==> src/rmv_pkg.sv <==
`default_nettype none

package rmv_pkg;

  localparam int DEF_COUNT_WIDTH = 32;
  localparam int DEF_FRAC_BITS   = 16;

  localparam int SAMPLE_W  = 32;   // sample and mean, signed fixed point
  localparam int CNT_OUT_W = 32;   // reported count
  localparam int VAR_W     = 48;   // reported variance
  localparam int SUM_W     = 64;   // sum of squared deviations
  localparam int OUT_W     = CNT_OUT_W + SAMPLE_W + VAR_W;

  // serial divider: dividend width and step counter width
  localparam int DIV_W      = SUM_W;
  localparam int DIV_STEP_W = $clog2(DIV_W + 1);

  typedef struct packed {
    logic busy;
    logic done;
  } rmv_div_stat_t;

endpackage

`default_nettype wire

==> src/rmv_div.sv <==
`default_nettype none

// Restoring divider, one quotient bit per cycle. The dividend is consumed
// from its msb; steps sets how many bits are taken.
module rmv_div
  import rmv_pkg::*;
#(
  parameter int COUNT_WIDTH = DEF_COUNT_WIDTH
) (
  input  wire logic                   clk,
  input  wire logic                   rst_n,
  input  wire logic                   start,
  input  wire logic [DIV_W-1:0]       dividend,
  input  wire logic [COUNT_WIDTH-1:0] divisor,
  input  wire logic [DIV_STEP_W-1:0]  steps,
  output rmv_div_stat_t               stat,
  output logic [DIV_W-1:0]            quotient
);

  logic [DIV_W-1:0]       dvd_r, dvd_nxt;
  logic [DIV_W-1:0]       quo_r, quo_nxt;
  logic [COUNT_WIDTH-1:0] rem_r, rem_nxt;
  logic [COUNT_WIDTH-1:0] dsr_r, dsr_nxt;
  logic [DIV_STEP_W-1:0]  cnt_r, cnt_nxt;
  logic                   done_r, done_nxt;
  logic [COUNT_WIDTH:0]   trial;
  logic [COUNT_WIDTH:0]   diff;
  logic                   qbit;

  always_comb begin
    trial = {rem_r, dvd_r[DIV_W-1]};
    diff  = trial - {1'b0, dsr_r};
    qbit  = ~diff[COUNT_WIDTH];

    dvd_nxt  = dvd_r;
    quo_nxt  = quo_r;
    rem_nxt  = rem_r;
    dsr_nxt  = dsr_r;
    cnt_nxt  = cnt_r;
    done_nxt = 1'b0;
    if (start) begin
      dvd_nxt = dividend;
      quo_nxt = '0;
      rem_nxt = '0;
      dsr_nxt = divisor;
      cnt_nxt = steps;
    end else if (cnt_r != '0) begin
      dvd_nxt  = {dvd_r[DIV_W-2:0], 1'b0};
      quo_nxt  = {quo_r[DIV_W-2:0], qbit};
      // remainder stays below the divisor, so the top bit drops out
      rem_nxt  = qbit ? diff[COUNT_WIDTH-1:0] : trial[COUNT_WIDTH-1:0];
      cnt_nxt  = cnt_r - 1'b1;
      done_nxt = (cnt_r == DIV_STEP_W'(1));
    end
  end

  always_ff @(posedge clk) begin
    dvd_r <= dvd_nxt;
    quo_r <= quo_nxt;
    rem_r <= rem_nxt;
    dsr_r <= dsr_nxt;
    if (!rst_n) begin
      cnt_r  <= '0;
      done_r <= 1'b0;
    end else begin
      cnt_r  <= cnt_nxt;
      done_r <= done_nxt;
    end
  end

  assign stat      = '{busy: (cnt_r != '0), done: done_r};
  assign quotient  = quo_r;

endmodule

`default_nettype wire

==> src/running_mean_variance.sv <==
`default_nettype none

// Channel  Dir  Fields in tdata (lsb first)                      tuser/tlast
// in_      in   sample[31:0]                                     none
// out_     out  count[31:0] mean_value[63:32]                    none
//               variance_value[111:64]
//
// Each sample takes two passes through one serial divider (32 steps for the
// mean update, 64 for the variance) plus the sequencer states; the variance
// pass is skipped while the count is below two.
// in_tready is high only while the sequencer is idle. A finished word sits in
// the output register, so the next sample can be taken while it waits.
// rst_n clears count, mean and sum synchronously.
module running_mean_variance
  import rmv_pkg::*;
#(
  parameter int COUNT_WIDTH = DEF_COUNT_WIDTH,
  parameter int FRAC_BITS   = DEF_FRAC_BITS
) (
  input  wire logic             clk,
  input  wire logic             rst_n,
  input  wire logic             in_tvalid,
  output logic                  in_tready,
  input  wire logic [31:0]      in_tdata,   // sample[31:0]
  output logic                  out_tvalid,
  input  wire logic             out_tready,
  output logic [OUT_W-1:0]      out_tdata   // count, mean_value, variance_value
);

  localparam logic [COUNT_WIDTH-1:0] COUNT_MAX = '1;
  localparam logic [VAR_W-1:0]       VAR_MAX   = '1;

  typedef enum logic [2:0] {
    S_IDLE,
    S_DIV1_GO,
    S_DIV1,
    S_DELTA2,
    S_MUL,
    S_ACC,
    S_DIV2,
    S_OUT
  } state_t;

  state_t                  state_r;
  logic [COUNT_WIDTH-1:0]  count_r;
  logic [SAMPLE_W-1:0]     mean_r;
  logic [SUM_W-1:0]        sum_r;
  logic [SAMPLE_W-1:0]     x_r;
  logic                    neg_r;
  logic [SAMPLE_W-1:0]     mag1_r, mag2_r;
  logic [SUM_W-1:0]        prod_r;
  logic [VAR_W-1:0]        var_r;
  logic                    out_tvalid_r;
  logic [OUT_W-1:0]        out_tdata_r;

  logic                    div_start;
  logic [DIV_W-1:0]        div_dividend;
  logic [COUNT_WIDTH-1:0]  div_divisor;
  logic [DIV_STEP_W-1:0]   div_steps;
  rmv_div_stat_t           div_stat;
  logic [DIV_W-1:0]        div_quo;

  logic [SAMPLE_W:0]       delta_in;
  logic [SAMPLE_W:0]       delta2;
  logic [SAMPLE_W-1:0]     quo32;
  logic [SUM_W:0]          sum_add;
  logic [SUM_W-1:0]        cnt_wide;
  logic [CNT_OUT_W-1:0]    cnt_out;
  logic                    out_free;
  logic                    in_fire;

  assign in_tready = (state_r == S_IDLE);
  assign in_fire   = in_tvalid && in_tready;
  assign out_free  = !out_tvalid_r || out_tready;

  always_comb begin
    delta_in = {in_tdata[SAMPLE_W-1], in_tdata} - {mean_r[SAMPLE_W-1], mean_r};
    delta2   = {x_r[SAMPLE_W-1], x_r} - {mean_r[SAMPLE_W-1], mean_r};
    quo32    = div_quo[SAMPLE_W-1:0];
    sum_add  = {1'b0, sum_r} + {1'b0, prod_r};
    cnt_wide = SUM_W'(count_r);
    cnt_out  = (cnt_wide > SUM_W'({CNT_OUT_W{1'b1}})) ? '1 : cnt_wide[CNT_OUT_W-1:0];
  end

  // divider operands follow the sequencer step
  always_comb begin
    div_start    = 1'b0;
    div_dividend = {mag1_r, {(DIV_W-SAMPLE_W){1'b0}}};
    div_divisor  = count_r;
    div_steps    = DIV_STEP_W'(SAMPLE_W);
    unique case (state_r)
      S_DIV1_GO: div_start = 1'b1;
      S_ACC: begin
        div_start    = (count_r >= COUNT_WIDTH'(2));
        div_dividend = (sum_add[SUM_W] ? {SUM_W{1'b1}} : sum_add[SUM_W-1:0]) >> FRAC_BITS;
        div_divisor  = count_r - 1'b1;
        div_steps    = DIV_STEP_W'(DIV_W);
      end
      default: ;
    endcase
  end

  rmv_div #(
    .COUNT_WIDTH (COUNT_WIDTH)
  ) u_div (
    .clk      (clk),
    .rst_n    (rst_n),
    .start    (div_start),
    .dividend (div_dividend),
    .divisor  (div_divisor),
    .steps    (div_steps),
    .stat     (div_stat),
    .quotient (div_quo)
  );

  always_ff @(posedge clk) begin
    if (!rst_n) begin
      state_r      <= S_IDLE;
      count_r      <= '0;
      mean_r       <= '0;
      sum_r        <= '0;
      out_tvalid_r <= 1'b0;
    end else begin
      // S_OUT sets valid itself when the old word leaves
      if (out_tvalid_r && out_tready && state_r != S_OUT) begin
        out_tvalid_r <= 1'b0;
      end
      unique case (state_r)
        S_IDLE: begin
          if (in_fire) begin
            x_r    <= in_tdata;
            neg_r  <= delta_in[SAMPLE_W];
            mag1_r <= delta_in[SAMPLE_W] ? SAMPLE_W'(-delta_in) : delta_in[SAMPLE_W-1:0];
            if (count_r != COUNT_MAX) begin
              count_r <= count_r + 1'b1;
            end
            state_r <= S_DIV1_GO;
          end
        end
        S_DIV1_GO: state_r <= S_DIV1;
        S_DIV1: begin
          if (div_stat.done) begin
            // truncated toward zero, so the new mean stays between old mean and sample
            mean_r  <= neg_r ? (mean_r - quo32) : (mean_r + quo32);
            state_r <= S_DELTA2;
          end
        end
        S_DELTA2: begin
          mag2_r  <= delta2[SAMPLE_W] ? SAMPLE_W'(-delta2) : delta2[SAMPLE_W-1:0];
          state_r <= S_MUL;
        end
        S_MUL: begin
          prod_r  <= SUM_W'(mag1_r) * SUM_W'(mag2_r);
          state_r <= S_ACC;
        end
        S_ACC: begin
          sum_r <= sum_add[SUM_W] ? {SUM_W{1'b1}} : sum_add[SUM_W-1:0];
          if (count_r >= COUNT_WIDTH'(2)) begin
            state_r <= S_DIV2;
          end else begin
            var_r   <= '0;
            state_r <= S_OUT;
          end
        end
        S_DIV2: begin
          if (div_stat.done) begin
            var_r   <= (div_quo[DIV_W-1:VAR_W] != '0) ? VAR_MAX : div_quo[VAR_W-1:0];
            state_r <= S_OUT;
          end
        end
        S_OUT: begin
          if (out_free) begin
            out_tdata_r  <= {var_r, mean_r, cnt_out};
            out_tvalid_r <= 1'b1;
            state_r      <= S_IDLE;
          end
        end
        default: state_r <= S_IDLE;
      endcase
    end
  end

  assign out_tvalid = out_tvalid_r;
  assign out_tdata  = out_tdata_r;

  // sequencer takes one sample at a time
  a_one_at_a_time: assert property (@(posedge clk) disable iff (!rst_n)
    in_fire |=> !in_tready)
    else $error("sample taken while previous one in flight");

  // divider finishes only where the sequencer waits for it
  a_div_done_state: assert property (@(posedge clk) disable iff (!rst_n)
    div_stat.done |-> (state_r == S_DIV1 || state_r == S_DIV2))
    else $error("divider done outside a divide step");

  // divider never restarted while running
  a_div_no_restart: assert property (@(posedge clk) disable iff (!rst_n)
    div_start |-> !div_stat.busy)
    else $error("divider started while busy");

  // count only moves up, by at most one
  a_count_mono: assert property (@(posedge clk) disable iff (!rst_n)
    $past(rst_n) |-> (count_r == $past(count_r) || count_r == $past(count_r) + 1'b1))
    else $error("count jumped");

  // fewer than two samples report zero variance
  a_var_zero: assert property (@(posedge clk) disable iff (!rst_n)
    (out_tvalid_r && out_tdata_r[CNT_OUT_W-1:0] < CNT_OUT_W'(2))
      |-> (out_tdata_r[OUT_W-1:OUT_W-VAR_W] == '0))
    else $error("nonzero variance below two samples");

endmodule

`default_nettype wire

==> config.mk <==
export PLATFORM = sky130hd
export DESIGN_NAME = running_mean_variance
export DESIGN_NICKNAME = d
export VERILOG_FILES = /design/src/rmv_pkg.sv /design/src/rmv_div.sv /design/src/running_mean_variance.sv
export SDC_FILE = /design/constraint.sdc
export NUM_CORES = 2
export LEC_CHECK = 0
export BUFFER_PORTS_ARGS = -buffer_cell sky130_fd_sc_hd__buf_2
export CAP_MARGIN = 15
export CORE_MARGIN = 2
export CORE_UTILIZATION = 45
export CTS_BUF_LIST = sky130_fd_sc_hd__clkbuf_16
export CTS_CLUSTER_SIZE = 10
export DETAILED_ROUTE_END_ITERATION = 8
export PLACE_DENSITY = 0.68
export SYNTH_ARGS = -nofsm -noshare
export SYNTH_HDL_FRONTEND = slang
export SYNTH_SLANG_ARGS = --single-unit
==> constraint.sdc <==
create_clock -name clk -period 32.2 [get_ports clk]
set_clock_uncertainty 0.05 [all_clocks]
set_input_delay 4.83 -clock clk [delete_from_list [all_inputs] [get_ports clk]]
set_output_delay 4.83 -clock clk [all_outputs]
set_load 0.01 [all_outputs]
* Yosys cells after proc, flatten, opt, wreduce, memory -nomap -nowiden *
Index checks and enable logic that the tools add are counted.

storage, ports and cells
  ROM bits = 0
  memories kept = 0
  output and inout port bits = 114
  bits in latches = 0
  bits in writable memories = 0
  input port bits = 36
  register bits = 653
  word-level logic and storage cells = 94

operators by class
  shift operators = 0
  multiplexer cells = 26
  add/sub/neg operators = 11
  reduce and logical (&&, ||, !) cells = 19
  order comparisons = 1
  equal/unequal tests = 15
  divide/modulo/power cells = 0
  multiply operators = 1
  bitwise gates (word level) = 3

operators by type and width
  operator               number
  $mux 64                4
  $mux 32                5
  $mux 48                3
  $pmux 48 s2            1
  $sub 32x32->33         2
  $add 64x64->65         1
  $mul 32x32->64         1
  $neg 32->32            2
  $sub 33x32->33         1
  $add 32x1->32 const B  1
  $add 32x32->32         1
  $ge 32x2->1 const B    1
  $ne 32x32->1 const B   1
  $sub 32x1->32 const B  1
  $sub 32x32->32         1
  $pmux 3 s8             1
  $mux 7                 3
  $reduce_bool 16->1     1
  $eq 3x3->1 const B     4
  $mux 3                 4
  $reduce_and 3->1       3
  $reduce_and 4->1       2
  $eq 7x1->1 const B     1
  $reduce_bool 7->1      1
  16 further kinds       30

* Logic depth before layout (Yosys ltp) *
  depth in word-level cells = 5
  gate-level depth with buffers = 30
  depth with buffers taken out = 28

* Cells and area by module *
From an unflattened synthesis, not the netlist that was laid out.

second synthesis, totals
  cell total of the unflattened synthesis = 7,465
  area total of the unflattened synthesis = 69,917.1 um2

modules (own cells, without submodules)
  module                 cells an instance  sequential area each (um2)  times used  area each (um2)
  running_mean_variance  6,499              12,281.8                    1           60,220.3
  rmv_div                966                4,964.8                     1           9,696.8

* Worst setup path before layout *
No wires, ideal clock.

  path type = input to register
  from = input port rst_n
  to = register out_tdata_r[0] (netlist: out_tdata[0]), enable pin
  library setup time = 0.720 ns
  buffers on the path = 1
  slack = 18.618 ns
  arrival time = 12.812 ns
  required time = 31.430 ns
  stages on the path = 3
  path through = clkbuf_1 nand2_1 nor3_1

between the ends
  longest elaborated chain between the ends = 1

ends and longest elaborated chain
  item                               line                          source
  start: declaration                 running_mean_variance.sv:21   input wire logic rst_n,
  $reduce_and 3->1 (no source line)  -
  end signal: assignment             running_mean_variance.sv:173  out_tdata_r <= {var_r, mean_r, cnt_out};
  end: declaration                   running_mean_variance.sv:54   logic [OUT_W-1:0] out_tdata_r;

Every way passes these cells.
A chain may end at the register's enable or synchronous reset.

* Worst setup path after layout *
  from = register mag1_r[3]
  to = register prod_r[51] (data pin)

between the ends
  longest elaborated chain between the ends = 1

ends and longest elaborated chain
  item                      line                          source
  start: declaration        running_mean_variance.sv:50   logic [SAMPLE_W-1:0] mag1_r, mag2_r;
  start signal: assignment  running_mean_variance.sv:133  mag1_r <= delta_in[SAMPLE_W] ? SAMPLE_W'(-delta_in) : delta_in[SAMPLE_W-1:0];
  $mul 32x32->64            running_mean_variance.sv:153  prod_r <= SUM_W'(mag1_r) * SUM_W'(mag2_r);
  end signal: assignment    running_mean_variance.sv:153
  end: declaration          running_mean_variance.sv:51   logic [SUM_W-1:0] prod_r;

Every way passes these cells.

==> impl_table.tex <==
\begin{tabular}{lr}
\hline
Metric & Value \\
\hline
\multicolumn{2}{l}{\textbf{Die}} \\
\quad Overall die height & 394 um \\
\quad Die boundary width & 394 um \\
\quad Die area & 155000 sq um \\
\quad Area of the core & 152000 sq um \\
\quad Num rows & 143 \\
\quad Number of I/O pins & 150 \\
\quad Starting density of the core & 0.452 \\
\multicolumn{2}{l}{\textbf{Timing}} \\
\quad Setup Total Neg Slack & 0 ps \\
\quad Final hold violation count & 0 \\
\quad Final-report setup violation count & 0 \\
\quad Highest attainable clock frequency & 107 MHz \\
\quad Post-route fraction of the period consumed by the critical path & 0.291 \\
\quad Relative slew margins & 0.226 \\
\quad Slew at the pin with the worst max-slew slack & 1160 ps \\
\quad Final-report max-slew violation count & 0 \\
\quad Minimum clock period & 9360 ps \\
\quad RSZ-0062 raised after global routing & no \\
\multicolumn{2}{l}{\textbf{GRT}} \\
\quad Antenna violations before repair & 16 \\
\quad Pin count of the biggest net entering global routing & 96 \\
\quad Global-route total usage across every layer & 0.238 \\
\quad GRT Residual Overflow & 0 \\
\quad Wire length of the first global-routing pass & 295 mm \\
\quad Vias in the first global route & 53.3k \\
\multicolumn{2}{l}{\textbf{Setup path}} \\
\quad Startpoint types & flip-flop \\
\quad Type of the worst setup path & flip-flop to flip-flop \\
\quad Element type at the critical path end & flip-flop \\
\quad Data arrival time at the worst-slack endpoint & 9710 ps \\
\quad Required @ worst endpoint & 32550 ps \\
\quad Worst Path Max Fanout & 19 \\
\multicolumn{2}{l}{\textbf{Yosys}} \\
\quad Dominant cells by area after synthesis & fa\_1 26\%, edfxtp\_1 18\%, ha\_1 8.4\% \\
\quad Syn nets & 8724 \\
\quad Cell count after synthesis & roughly 7.3k \\
\quad Average size of a mapped cell & 9.36 sq um \\
\quad Async set or reset register ratio after synthesis & 0 \\
\quad Sequential cell area fraction in the yosys report & 0.252 \\
\quad Main synth FF type & edfxtp\_1 \\
\quad Share of the synthesized area in the top cell type & 0.263 \\
\quad Leading area contributor after synthesis & fa\_1 \\
\quad Syn. warnings & 0 \\
\quad Count of state elements after synthesis & 653 \\
\quad Area of the mapped netlist & 68600 sq um \\
\quad Unique masters post-synth & 94 \\
\quad Post-synth EDFFs & 417 \\
\multicolumn{2}{l}{\textbf{Detailed routing}} \\
\quad Number of detailed-route iterations in the first pass & 6 \\
\quad Average routed wire per standard cell & 19.7 um \\
\quad Met3 layer wire length in the routed design & 12.6 mm \\
\quad 1st-iter DRT viols & 3878 \\
\quad Routed length on met2 & 89.1 mm \\
\quad Antenna viol nets, final & 0 \\
\quad Average via count per standard cell & 5.52 \\
\quad Vias & just over 50k \\
\quad Highest metal layer with signal wires & met5 \\
\quad Total DRC errors in the routed layout & 0 \\
\quad Routed WL & 185 mm \\
\quad M1 WL & 76.9 mm \\
\multicolumn{2}{l}{\textbf{Finish}} \\
\quad NumNets Final & 8659 \\
\quad Highest-count cells in the layout ignoring fill and taps & 1056 x inv\_1, 901 x fa\_1, 855 x nand2\_1, 619 x and2\_1, 462 x ha\_1 \\
\quad Fraction of final layout cells with drive strength greater than 1 & 0.0554 \\
\quad Number of filler instances in the final layout & 14.0k \\
\quad Synth-to-layout area growth & 7.53\% \\
\quad Most common cell after layout, fill and taps aside & inv\_1 \\
\multicolumn{2}{l}{\textbf{Clock tree}} \\
\quad PostCTS Resize Cnt & 0 \\
\quad TritonCTS clock tree & yes \\
\quad Post-CTS setup buffer count & 0 \\
\quad Count of H-tree levels built during CTS & 3 \\
\quad Number of buffers added by the clock tree synthesis step & 80 \\
\quad Clock network latency to the later pin of the worst-skew pair & 710 ps \\
\quad Hold Buf Count CTS & 0 \\
\quad Cell at the root of the clock tree & clkbuf\_16 \\
\quad TritonCTS Sinks & 653 \\
\quad Clock transition at the register clock pins on the worst setup and hold paths after CTS & 70 ps \\
\quad Maximum buffer depth of the clock tree & 3 \\
\multicolumn{2}{l}{\textbf{Run}} \\
\quad Number of max-capacitance violations reported & 0 \\
\multicolumn{2}{l}{\textbf{Placement}} \\
\quad Placed wire-length estimate after detailed placement & 134 mm \\
\quad Placer's final routability congestion estimate & around 0.9 \\
\quad Port Buffers & 149 \\
\multicolumn{2}{l}{\textbf{Hold path}} \\
\quad Worst min-delay path category & flip-flop to flip-flop \\
\multicolumn{2}{l}{\textbf{Outcome}} \\
\quad Status & completed \\
\hline
\end{tabular}
metrics by stage:
step           setup slack, ps  hold slack (ps)  instances  area [sq um]   util
2_1_floorplan            18620              350       7325         68600      -
3_3_place_gp             22820              355       9204         71100  0.469
3_5_place_dp             22740              355       9204         71100  0.469
4_1_cts                  23010              367       9353         73600  0.486
5_1_grt                  22580              373       9365         73700  0.486
6_report                 22840              368       9367         73700  0.486
synth_stat cells, drive strengths merged (10+ instances only):
cell type and n:
nand4 53, o31ai 31, nor2 403, o221ai 11, o21a 29, a211oi 53, a31oi 55, a21o 158
and3 35, a2111oi 10, buf 22, dfxtp 236, xnor2 232, a22o 18, clkbuf 370, fa 901
nand2b 30, nor4 40, nor3 66, nand2 857, a21oi 439, or2 16, o21bai 27, nand3 78
edfxtp 417, o21ai 254, and2 619, xor2 128, nor2b 43, o211ai 17, inv 1011, or3 35
mux2i 11, ha 462, o22ai 21, a221oi 14
per-layer routing:
layer,vias up,GRT usage
li1,23700,-
met1,25900,0.313
met5,-,0
met4,4,0.0774
met2,1730,0.401
met3,366,0.0386
kinds of logic (layout without fill, tap and decap cells):
family / Yosys count / after routing / share of synthesized area
AO/OA/AOI/OAI: 1222 / 1222 / 0.111
XOR/XNOR: 360 / 360 / 0.0461
adder cells (fa/ha/maj): 1363 / 1363 / 0.347
buffers and inverters: 1403 / 1405 / 0.0772
flip-flops: 653 / 653 / 0.252
multiplexers: 13 / 13 / 0.00193
other: 0 / 10 / 0
AND/OR/NAND/NOR: 2311 / 2311 / 0.164
critical path: stages, from the launching register on:
cell and delay [ps]:
edfxtp_1 980, buf_4 390, nand2_1 120, fa_1 440, inv_1 80, fa_1 400, inv_1 80, fa_1 430
fa_1 490, inv_1 40, ha_1 260, ha_1 300, fa_1 500, fa_1 420, ha_1 370, a211oi_1 230
o211ai_1 140, a221oi_1 380, o31ai_1 230, a2111oi_0 970, o31ai_1 230, a221oi_1 450, nor3_1 150, a31oi_1 300
o21ai_1 160, a221oi_1 350, xnor2_1 100
layout make-up:
type | count | area, sq um | share of cell area
multi-input combinational | 5269 | 46100 | 0.625
sequential | 653 | 17200 | 0.234
inverter | 1011 | 3800 | 0.0515
tap | 2030 | 2540 | 0.0345
clock buffer | 81 | 2030 | 0.0275
timing repair buffer | 245 | 1530 | 0.0208
clock inverter | 68 | 470 | 0.00638
antenna | 10 | 25.0 | 0.000339
registers in the layout, summed over array words and instances (netlist names), 48 cells and up:
name            count
out_tdata         112
prod_r             64
sum_r              64
u_div.dvd_r        64
u_div.quotient     64
var_r              48
final timing paths:
check                  from       endpoint  slack (ps)  cells after the start
setup / recovery  mag1_r[3]     prod_r[51]       22840                     26
hold / removal     var_r[9]  out_tdata[73]         370                      0
setup reg to reg  mag1_r[3]     prod_r[51]       22840                     26
hold reg to reg    var_r[9]  out_tdata[73]         370                      0
Power is not shown: default switching activity piles up to over one toggle a cycle in this logic, so the estimate is an artifact.
